File: config.mk
export PLATFORM = sky130hd
export DESIGN_NAME = ring_moving_average_effect_core
export DESIGN_NICKNAME = d
export VERILOG_FILES = /design/src/rtl/rma_pkg.sv /design/src/rtl/rma_ctrl.sv /design/src/rtl/rma_datapath.sv /design/src/rtl/ring_moving_average_effect_core.sv
export SDC_FILE = /design/constraint.sdc
export NUM_CORES = 1
export LEC_CHECK = 0
export BUFFER_PORTS_ARGS = -buffer_cell sky130_fd_sc_hd__buf_2
export CAP_MARGIN = 30
export CELL_PAD_IN_SITES_DETAIL_PLACEMENT = 2
export CELL_PAD_IN_SITES_GLOBAL_PLACEMENT = 2
export CORE_UTILIZATION = 50
export CTS_BUF_LIST = sky130_fd_sc_hd__clkbuf_8 sky130_fd_sc_hd__clkbuf_16
export DETAILED_ROUTE_END_ITERATION = 16
export HOLD_SLACK_MARGIN = 0.12
export PLACE_DENSITY = 0.95
export SLEW_MARGIN = 20
export SYNTH_ARGS = -nofsm -noshare
export SYNTH_HDL_FRONTEND = slang
export SYNTH_HIERARCHICAL = 1
export SYNTH_SLANG_ARGS = --single-unit
export TNS_END_PERCENT = 20
File: constraint.sdc
create_clock -name clk -period 9.5 [get_ports clk]
set_input_delay 1.9 -clock clk [delete_from_list [all_inputs] [get_ports clk]]
set_output_delay 1.9 -clock clk [all_outputs]
set_load 0.03 [all_outputs]
File: src/rtl/rma_pkg.sv
// shared constants, types and helpers for the moving-average effect
package rma_pkg;

    localparam int MAX_TAPS     = 32;
    localparam int SAMPLE_BITS  = 12;
    localparam int TAP_BITS     = 8;
    localparam int SLOT_BITS    = $clog2(MAX_TAPS);
    localparam int FILL_BITS    = $clog2(MAX_TAPS + 1);
    localparam int TOTAL_BITS   = $clog2(MAX_TAPS * ((1 << SAMPLE_BITS) - 1) + 1);
    localparam int REM_BITS     = FILL_BITS + 1;
    localparam int STEP_BITS    = $clog2(TOTAL_BITS);
    localparam int DATA_BITS    = ((SAMPLE_BITS + 7) / 8) * 8;
    localparam int ADDR_BITS    = 3;
    localparam int REG_IDX_BITS = 1;
    localparam int APB_BITS     = 32;

    localparam logic [TAP_BITS-1:0]     DEFAULT_TAPS = TAP_BITS'(2);
    localparam logic [REG_IDX_BITS-1:0] REG_EFFECT   = REG_IDX_BITS'(0);
    localparam logic [REG_IDX_BITS-1:0] REG_TAPS     = REG_IDX_BITS'(1);

    // controller to datapath
    typedef struct packed {
        logic capture;   // take the input item, read the ring slot
        logic update;    // update ring, total, fill, load the divider
        logic div_step;  // one restoring division step
        logic publish;   // move the result into the output register
    } rma_cmd_t;

    // datapath to controller
    typedef struct packed {
        logic avg_mode;
        logic div_last;
        logic out_free;
    } rma_status_t;

    function automatic logic [TAP_BITS-1:0] clamp_taps(input logic [TAP_BITS-1:0] req);
        logic [TAP_BITS-1:0] res;
        res = req;
        if (req == '0)
            res = TAP_BITS'(1);
        else if (int'(req) > MAX_TAPS)
            res = TAP_BITS'(MAX_TAPS);
        return res;
    endfunction

endpackage

File: src/rtl/rma_ctrl.sv
// sequencing state machine for the moving-average effect
module rma_ctrl
    import rma_pkg::*;
(
    input  logic        clk,
    input  logic        rst_n,
    input  logic        in_valid,
    output logic        in_ready,
    input  rma_status_t status,
    output rma_cmd_t    cmd
);

    typedef enum logic [1:0] {
        ST_IDLE,
        ST_UPDATE,
        ST_DIV,
        ST_DONE
    } state_t;

    state_t state_reg;
    state_t state_next;

    always_comb
    begin
        state_next = state_reg;
        cmd        = '0;
        in_ready   = 1'b0;
        unique case (state_reg)
            ST_IDLE:
            begin
                in_ready = 1'b1;
                if (in_valid)
                begin
                    cmd.capture = 1'b1;
                    state_next  = status.avg_mode ? ST_UPDATE : ST_DONE;
                end
            end
            ST_UPDATE:
            begin
                cmd.update = 1'b1;
                state_next = ST_DIV;
            end
            ST_DIV:
            begin
                cmd.div_step = 1'b1;
                if (status.div_last)
                    state_next = ST_DONE;
            end
            ST_DONE:
            begin
                if (status.out_free)
                begin
                    cmd.publish = 1'b1;
                    state_next  = ST_IDLE;
                end
            end
            default:
            begin
                state_next = ST_IDLE;
            end
        endcase
    end

    always_ff @(posedge clk or negedge rst_n)
    begin
        if (!rst_n)
            state_reg <= ST_IDLE;
        else
            state_reg <= state_next;
    end

endmodule

File: src/rtl/rma_datapath.sv
// sample ring, running total, serial divider and output register
module rma_datapath
    import rma_pkg::*;
(
    input  logic                   clk,
    input  logic                   rst_n,
    input  rma_cmd_t               cmd,
    output rma_status_t            status,
    input  logic                   avg_sel,
    input  logic [TAP_BITS-1:0]    taps,
    input  logic                   clear,
    input  logic [SAMPLE_BITS-1:0] in_sample,
    output logic                   out_valid,
    input  logic                   out_ready,
    output logic [SAMPLE_BITS-1:0] out_sample
);

    logic [SAMPLE_BITS-1:0] ring_mem [MAX_TAPS];

    logic [SAMPLE_BITS-1:0] sample_reg;
    logic [SAMPLE_BITS-1:0] old_reg;
    logic                   bypass_reg;
    logic [SLOT_BITS-1:0]   slot_reg;
    logic [SLOT_BITS-1:0]   slot_next;
    logic [FILL_BITS-1:0]   fill_reg;
    logic [FILL_BITS-1:0]   fill_next;
    logic [TOTAL_BITS-1:0]  total_reg;
    logic [TOTAL_BITS-1:0]  total_next;
    logic [TOTAL_BITS-1:0]  quo_reg;
    logic [REM_BITS-1:0]    rem_reg;
    logic [FILL_BITS-1:0]   divisor_reg;
    logic [STEP_BITS-1:0]   step_reg;
    logic                   out_valid_reg;
    logic [SAMPLE_BITS-1:0] out_reg;

    logic                   full;
    logic [SLOT_BITS:0]     slot_inc;
    logic [REM_BITS-1:0]    trial;
    logic                   fits;

    always_comb
    begin
        full       = !({{(TAP_BITS-FILL_BITS){1'b0}}, fill_reg} < taps);
        fill_next  = full ? fill_reg : fill_reg + FILL_BITS'(1);
        total_next = total_reg
                   - (full ? TOTAL_BITS'(old_reg) : '0)
                   + TOTAL_BITS'(sample_reg);
        slot_inc   = {1'b0, slot_reg} + (SLOT_BITS+1)'(1);
        if (!({{(TAP_BITS-SLOT_BITS-1){1'b0}}, slot_inc} < taps))
            slot_next = '0;
        else
            slot_next = slot_inc[SLOT_BITS-1:0];
        // restoring step: bring down the next dividend bit
        trial = {rem_reg[REM_BITS-2:0], quo_reg[TOTAL_BITS-1]};
        fits  = !(trial < {1'b0, divisor_reg});
    end

    always_ff @(posedge clk)
    begin
        if (cmd.capture)
            old_reg <= ring_mem[slot_reg];
        if (cmd.update)
            ring_mem[slot_reg] <= sample_reg;
    end

    always_ff @(posedge clk)
    begin
        if (cmd.capture)
        begin
            sample_reg <= in_sample;
            bypass_reg <= !avg_sel;
        end
        if (cmd.update)
        begin
            quo_reg     <= total_next;
            rem_reg     <= '0;
            divisor_reg <= fill_next;
        end
        else if (cmd.div_step)
        begin
            quo_reg <= {quo_reg[TOTAL_BITS-2:0], fits};
            rem_reg <= fits ? trial - {1'b0, divisor_reg} : trial;
        end
        if (cmd.publish)
            out_reg <= bypass_reg ? sample_reg : quo_reg[SAMPLE_BITS-1:0];
    end

    always_ff @(posedge clk or negedge rst_n)
    begin
        if (!rst_n)
        begin
            slot_reg      <= '0;
            fill_reg      <= '0;
            total_reg     <= '0;
            step_reg      <= '0;
            out_valid_reg <= 1'b0;
        end
        else
        begin
            if (clear)
            begin
                slot_reg  <= '0;
                fill_reg  <= '0;
                total_reg <= '0;
            end
            else if (cmd.update)
            begin
                slot_reg  <= slot_next;
                fill_reg  <= fill_next;
                total_reg <= total_next;
            end
            if (cmd.update)
                step_reg <= '0;
            else if (cmd.div_step)
                step_reg <= step_reg + STEP_BITS'(1);
            if (cmd.publish)
                out_valid_reg <= 1'b1;
            else if (out_ready)
                out_valid_reg <= 1'b0;
        end
    end

    assign status.avg_mode = avg_sel;
    assign status.div_last = (step_reg == STEP_BITS'(TOTAL_BITS - 1));
    assign status.out_free = !out_valid_reg || out_ready;

    assign out_valid  = out_valid_reg;
    assign out_sample = out_reg;

endmodule

File: src/rtl/ring_moving_average_effect_core.sv
// top level of the moving-average audio effect with bypass
//
// one input item carries one sample on s_tdata, one output item carries one
// sample on m_tdata; every input item gives exactly one output item, in order
// registers over the apb-style port: effect_select at 0x0, tap_count at 0x4
// (tap_count reads back clamped to 1..32); a write to either clears the ring
// position, fill level and running total
// bypass: the captured sample goes through the done state into the output register
// moving average: capture, then ring, total and fill update, then the 17-step
// restoring divider (one quotient bit a cycle), then output load; in both modes
// a new item is taken only after the last one is published
// s_tready is high only while the sequencer waits for an item; a finished
// result sits in the output register, so the next item is taken while it
// waits, and a stalled receiver holds the block in its last step
// reset clears the sequencer, the output valid, the averaging state and sets
// bypass with two taps; ring contents are not cleared, and only slots written
// since the last clear are ever read back
module ring_moving_average_effect_core
    import rma_pkg::*;
(
    input  logic                 clk,
    input  logic                 rst_n,
    input  logic                 s_tvalid,
    output logic                 s_tready,
    input  logic [DATA_BITS-1:0] s_tdata,   // in_sample
    output logic                 m_tvalid,
    input  logic                 m_tready,
    output logic [DATA_BITS-1:0] m_tdata,   // out_sample
    input  logic                 psel,
    input  logic                 penable,
    input  logic                 pwrite,
    input  logic [ADDR_BITS-1:0] paddr,
    input  logic [APB_BITS-1:0]  pwdata,
    output logic [APB_BITS-1:0]  prdata,
    output logic                 pready
);

    logic                    effect_reg;
    logic [TAP_BITS-1:0]     taps_reg;
    logic                    wr_en;
    logic [REG_IDX_BITS-1:0] reg_idx;
    logic                    clear;
    logic [SAMPLE_BITS-1:0]  out_sample;
    rma_cmd_t                cmd;
    rma_status_t             status;

    assign pready  = 1'b1;
    assign wr_en   = psel && penable && pwrite && pready;
    assign reg_idx = paddr[ADDR_BITS-1 -: REG_IDX_BITS];

    always_comb
    begin
        clear = 1'b0;
        if (wr_en)
        begin
            unique case (reg_idx)
                REG_EFFECT: clear = 1'b1;
                REG_TAPS:   clear = 1'b1;
                default:    clear = 1'b0;
            endcase
        end
    end

    always_ff @(posedge clk or negedge rst_n)
    begin
        if (!rst_n)
        begin
            effect_reg <= 1'b0;
            taps_reg   <= clamp_taps(DEFAULT_TAPS);
        end
        else if (wr_en)
        begin
            unique case (reg_idx)
                REG_EFFECT: effect_reg <= pwdata[0];
                REG_TAPS:   taps_reg   <= clamp_taps(pwdata[TAP_BITS-1:0]);
                default:    ;
            endcase
        end
    end

    always_comb
    begin
        unique case (reg_idx)
            REG_EFFECT: prdata = {{(APB_BITS-1){1'b0}}, effect_reg};
            REG_TAPS:   prdata = {{(APB_BITS-TAP_BITS){1'b0}}, taps_reg};
            default:    prdata = '0;
        endcase
    end

    rma_ctrl u_ctrl (
        .clk      (clk),
        .rst_n    (rst_n),
        .in_valid (s_tvalid),
        .in_ready (s_tready),
        .status   (status),
        .cmd      (cmd)
    );

    rma_datapath u_datapath (
        .clk        (clk),
        .rst_n      (rst_n),
        .cmd        (cmd),
        .status     (status),
        .avg_sel    (effect_reg),
        .taps       (taps_reg),
        .clear      (clear),
        .in_sample  (s_tdata[SAMPLE_BITS-1:0]),
        .out_valid  (m_tvalid),
        .out_ready  (m_tready),
        .out_sample (out_sample)
    );

    assign m_tdata = {{(DATA_BITS-SAMPLE_BITS){1'b0}}, out_sample};

endmodule

# After elaboration in Yosys (flattened, before gate mapping)
# Memory sizes are Yosys's and may differ from the RTL's. A register that Yosys moved wholly into a read port is not among the register bits.
# Index checks and enable logic that the tools add are counted.
# classes
add_sub_neg	6
n_eq_ne	7
multipliers	0
magnitude_cmp	4
div	0
reduce_logical	14
shift	0
n_mux	35
bitwise	1
# ops
op	n
17-bit two-way mux	4
32-bit case mux with 2 select lines	1
5-bit two-way mux	5
12-bit two-way mux	2
6-bit two-way mux	4
17-bit by 12-bit adder with 17-bit output	1
17-bit subtractor	1
6-bit by 8-bit less-than comparator with 1-bit output	2
8-bit two-way mux	2
1-bit two-way mux	12
8-bit by 6-bit > comparator with 1-bit output (second input constant)	1
8-bit zero test	1
2-bit two-way mux	4
2-bit case mux with 4 select lines	1
7-bit by 6-bit less-than comparator with 1-bit output	1
5-bit by 1-bit adder with 6-bit output (second input constant)	1
6-bit by 1-bit adder with 6-bit output (second input constant)	1
2-bit inequality test (second input constant)	3
2-bit nonzero test	3
6-bit subtractor	1
5-bit by 1-bit adder with 5-bit output (second input constant)	1
5-bit equality test (second input constant)	1
2-bit equality test (second input constant)	2
2-bit AND reduction	2
other kinds (7)	10
# totals
latch_bits	0
memories	1
ramBits	384
reg_bits	99
romBits	0
in_bits	58
# mem_list
name	words	width	rd	rd_clocked_by_memory_dff	write_ports	line_no	text
u_datapath.ring_mem	32	12	1	1	1	rma_datapath.sv:18	logic [SAMPLE_BITS-1:0] ring_mem [MAX_TAPS];

# Logic depth before layout (Yosys ltp)
# depth
ltp_word	6
depth_mapped	18

# Hierarchy
# The synthesis kept the hierarchy.
# modules_own_cells
mod	area_each_um2	seq_area_each_um2	cells_per_inst	instances
rma_datapath	20594.8	14303.7	1212	1
ring_moving_average_effect_core	673.1	226.5	66	1
rma_ctrl	198.9	50.0	21	1

# Worst setup path before layout
# OpenSTA, ideal clock, no wires.
# synth_timing
kind	input to output
startpoint	input paddr[2]
endpoint	output prdata[0]
n_path_buf	1
t_arrival_ns	2.408
slack_ns	5.192
stages	2
cell_sequence	buf_6 > mux2_2
# synth_via
elab_chain_len	2
# synth_lines
element	line_no	text
start: declaration	ring_moving_average_effect_core.sv:32	input logic [ADDR_BITS-1:0] paddr,
1-bit NOT (no line)	-	
32-bit case mux with 2 select lines *	ring_moving_average_effect_core.sv:83	unique case (reg_idx)
end: declaration	ring_moving_average_effect_core.sv:34	output logic [APB_BITS-1:0] prdata,
# Every way passes the cells marked *; elsewhere a longest branch is shown, timed or not. The select of a mux whose other input is x is not followed.

# Final worst setup path
# layout_timing
startpoint	register taps_reg[1]
endpoint	register u_datapath.total_reg[13]
# layout_via
elab_chain_len	6
# layout_lines
element	line_no	text
start: declaration	ring_moving_average_effect_core.sv:39	logic [TAP_BITS-1:0] taps_reg;
start signal: assignment	ring_moving_average_effect_core.sv:69	taps_reg <= clamp_taps(DEFAULT_TAPS);
start signal: assignment	ring_moving_average_effect_core.sv:75	REG_TAPS: taps_reg <= clamp_taps(pwdata[TAP_BITS-1:0]);
6-bit by 8-bit less-than comparator with 1-bit output	rma_datapath.sv:43	full = !({{(TAP_BITS-FILL_BITS){1'b0}}, fill_reg} < taps);
12-bit two-way mux	rma_datapath.sv:46	- (full ? TOTAL_BITS'(old_reg) : '0)
17-bit subtractor	rma_datapath.sv:46	
17-bit by 12-bit adder with 17-bit output	rma_datapath.sv:47	+ TOTAL_BITS'(sample_reg);
17-bit two-way mux	rma_datapath.sv:106	else if (cmd.update)
17-bit two-way mux	rma_datapath.sv:100	if (clear)
end signal: assignment	rma_datapath.sv:110	total_reg <= total_next;
end: declaration	rma_datapath.sv:27	logic [TOTAL_BITS-1:0] total_reg;
# Every way passes these cells. The select of a mux whose other input is x is not followed.
# A chain may end at the register's enable or synchronous reset.

==> results.yml <==
run_status:
  status: "completed"
placement:
  port_buffers: 49
  dpl_cell_area_mm2: 0.0225
  dpl.hpwl_um: 44400
  place.gp.congestion: 0.826
  post-place-cells: 1879
sta:
  clock_skew_ns: 0.0160
  finalSetupTns_ns: 0
  hold_violations: 0
  fin_crit_ns: 4.90
  relSlewSlack_pct: 31.5
  min_period_over_period_pct: 51.6
  clock.fmax_mhz: 204
  tightest_slew_ns: 1.03
  rsz0062_at_grt: "false"
  setup_viol: 0
  slew_violations: 0
floorplanning:
  fp.dieH_um: 209
  die_w_um: 209
  initial_core_util_pct: 50.9
  die_area_mm2: 0.0438
  rows: 75
  num_io_pins: 109
  coreArea_mm2: 0.0421
setup_path:
  cp_max_fo: 22
  r2r_slack_ns: 4.60
  crit_type: "reg2reg"
  timing.rr.end: "u_datapath/total_reg[13]$_DFFE_PN0P_"
  endpoint_kind: "register"
  reg2reg_depth: 16
  start_kind: "register"
  crit_arrival_ns: 5.37
  required_ns: 9.96
  worstSetupStartpoint: "taps_reg[1]$_DFFE_PN1P_"
  worstSetupEndpoint: "u_datapath/total_reg[13]$_DFFE_PN0P_"
  timing.rr.start: "taps_reg[1]$_DFFE_PN1P_"
global_routing:
  grt_pass1_wl_um: 108000
  grt_pass1_vias: 14200
  overflow: 0
  grt_max_degree: 67
  globalRouteTotalUtil_pct: 35.2
  antenna_found_initial: 0
cts:
  insertion_delay_ns: 0.61
  clockBufferDepth: 3
  post-cts-setup-buffers: 0
  cts.sinks: 495
  cts_tree: "yes"
  cts-htree-levels: 2
  ctsResizeCount: 0
  cts_made_buffers: 52
  clk_pin_slew_ns: 0.07
  cts_hold_buf: 0
  cts_root_buf: "clkbuf_16"
synth:
  synth_cells: 1299
  yosysMostFrequentCell: "edfxtp_1"
  ys_warn_count: 6
  yosys.area.top_type_share_pct: 62.1
  synth_seq_cells: 495
  synthArstFlopShare_pct: 9.09
  synth.distinct_cells: 73
  netlist_area_mm2: 0.0215
  yosysSeqAreaShare_pct: 67.9
  synth_edf_count: 444
  synth_ff_type: "edfxtp_1"
  synth.area.top_cells: "edfxtp_1 (62%), mux4_2 (10%), dfrtp_1 (5.1%), ha_1 (2.6%), a22oi_1 (1.8%)"
  synthTopCellsByCount: "edfxtp_1 (444), mux4_2 (96), inv_1 (90), nor2_1 (64), nand2_1 (54)"
  syn-mean-instance-area_um2: 16.5
  synth_top_cell_by_area: "edfxtp_1"
hold_path:
  hp-class: "reg2reg"
route:
  ant_nets: 0
  vias_per_cell: 6.64
  dr.pass1.iters: 5
  route.detailed.drc: 0
  num_vias: 13200
  routed_wl_um: 75100
  wire_per_inst_um: 37.9
  drt_iter0_drc: 1482
power:
  p_int_uw: 4830
  switchingPower_uw: 2810
  p_clk_share_pct: 27.1
  leakage_uw: 0.00869
  power_density_mw_per_mm2: 315
  pwr-share-comb_pct: 35.4
  pwr-share-seq_pct: 37.5
  irDropWorstVdd_v: 0.000185
  power.share.switching_pct: 36.8
cells_and_area:
  final_nets: 1514
  insertedDiodeCount: 0
  area_growth_pct: 12.9
  fillers: 3584
  fin_area_mm2: 0.0242
  stdcell_count: 1980
  drive_gt1_share_pct: 23.1
  largest_reg_flops: 384
run:
  max_cap_viol_count: 0
[cell usage in the layout (no fill, tap or decap), drive strengths merged, types with 3 or more instances in the layout]
| master | instances |
|---|---|
| a211oi | 12 |
| a21o | 13 |
| a21oi | 32 |
| a22o | 5 |
| a22oi | 52 |
| a31oi | 9 |
| and2 | 13 |
| and3 | 18 |
| buf | 108 |
| bufinv | 4 |
| clkbuf | 56 |
| clkinv | 16 |
| conb | 29 |
| dfrtp | 44 |
| dfxtp | 6 |
| edfxtp | 444 |
| fa | 13 |
| ha | 45 |
| inv | 109 |
| mux2 | 23 |
| mux2i | 12 |
| mux4 | 96 |
| nand2 | 54 |
| nand2b | 12 |
| nand3 | 11 |
| nand3b | 4 |
| nand4 | 16 |
| nand4b | 3 |
| nor2 | 64 |
| nor2b | 8 |
| nor3 | 8 |
| nor3b | 4 |
| o21a | 5 |
| o21ai | 33 |
| o311ai | 3 |
| o31ai | 4 |
| or2 | 3 |
| xnor2 | 13 |
| xor2 | 11 |
[per-layer routing]
metal / global-route usage, % / part of all wire (%) / vias to the layer above
li1: - / - / 5170
met1: 45.5 / 38 / 7068
met2: 58.7 / 50 / 721
met3: 6.28 / 7.0 / 195
met4: 15.5 / 4.8 / 0
met5: 0.222 / 0 / -
[area by class of cell]
class                   count  area, um^2  area share, %
inverters                  90         338           1.39
clock inverters            41         294           1.21
clock buffers              56        1370           5.64
repair buffers            108         788           3.25
flip-flops and latches    495       14600           60.2
multi-input cells         651        6180           25.5
well taps                 539         674           2.78
[critical path, stage by stage (launching register included)]
cell	delay [ns]
dfstp_2	0.56
inv_1	0.09
ha_1	0.33
a21o_1	0.18
a21oi_1	0.18
o21ai_1	0.09
buf_4	0.22
and3_1	0.22
fa_1	0.49
inv_1	0.07
ha_1	0.39
a21o_1	0.25
a21oi_1	0.37
a21oi_1	0.22
o31ai_1	0.64
nand4b_1	0.24
o311ai_0	0.20
[worst min-delay path by stage]
stage	start	endpoint	cells past startpoint
final	u_datapath/rem_reg[4]$_SDFFE_PP0P_	u_datapath/rem_reg[4]$_SDFFE_PP0P_	2
after global routing	u_datapath/total_reg[10]$_DFFE_PN0P_	u_datapath/total_reg[10]$_DFFE_PN0P_	2
after CTS	u_datapath/rem_reg[4]$_SDFFE_PP0P_	u_datapath/rem_reg[4]$_SDFFE_PP0P_	2
after detailed placement	u_datapath/rem_reg[4]$_SDFFE_PP0P_	u_datapath/rem_reg[4]$_SDFFE_PP0P_	2
after global placement	u_datapath/rem_reg[2]$_SDFFE_PP0P_	u_datapath/rem_reg[2]$_SDFFE_PP0P_	2
after floorplan	u_datapath/rem_reg[1]$_SDFFE_PP0P_	u_datapath/rem_reg[1]$_SDFFE_PP0P_	2
[kinds of logic after synthesis]
group | after synthesis | share of synthesized area (%)
AOI/OAI and AO/OA | 181 | 5.93
xor gates and xnor gates | 25 | 1.08
adders and majority gates | 58 | 3.84
buffers and inverters | 180 | 3.84
DFF | 495 | 67.9
muxes | 131 | 11.9
other | 2 | 0.0350
and+or+nand+nor | 227 | 5.50
[metrics by stage]
step,setup WS [ns],power [uW],hold WS [ns],util (%)
2_1_floorplan,5.19,4540,0.476,-
3_3_place_gp,5.00,5060,0.498,52.7
3_5_place_dp,4.98,5390,0.521,53.4
4_1_cts,4.67,7590,0.537,57.4
5_1_grt,4.48,7840,0.562,57.5
6_report,4.60,7640,0.547,57.5
[power groups by stage]
stage | logic, uW | clock network, uW | registers (uW)
floorplan | 1680 | 0 | 2870
global placement | 2210 | 0 | 2860
detailed placement | 2500 | 0 | 2890
CTS | 2640 | 2090 | 2860
global route | 2820 | 2140 | 2880
finish | 2700 | 2070 | 2870
No activity file was read; power rests on OpenSTA's default activity.
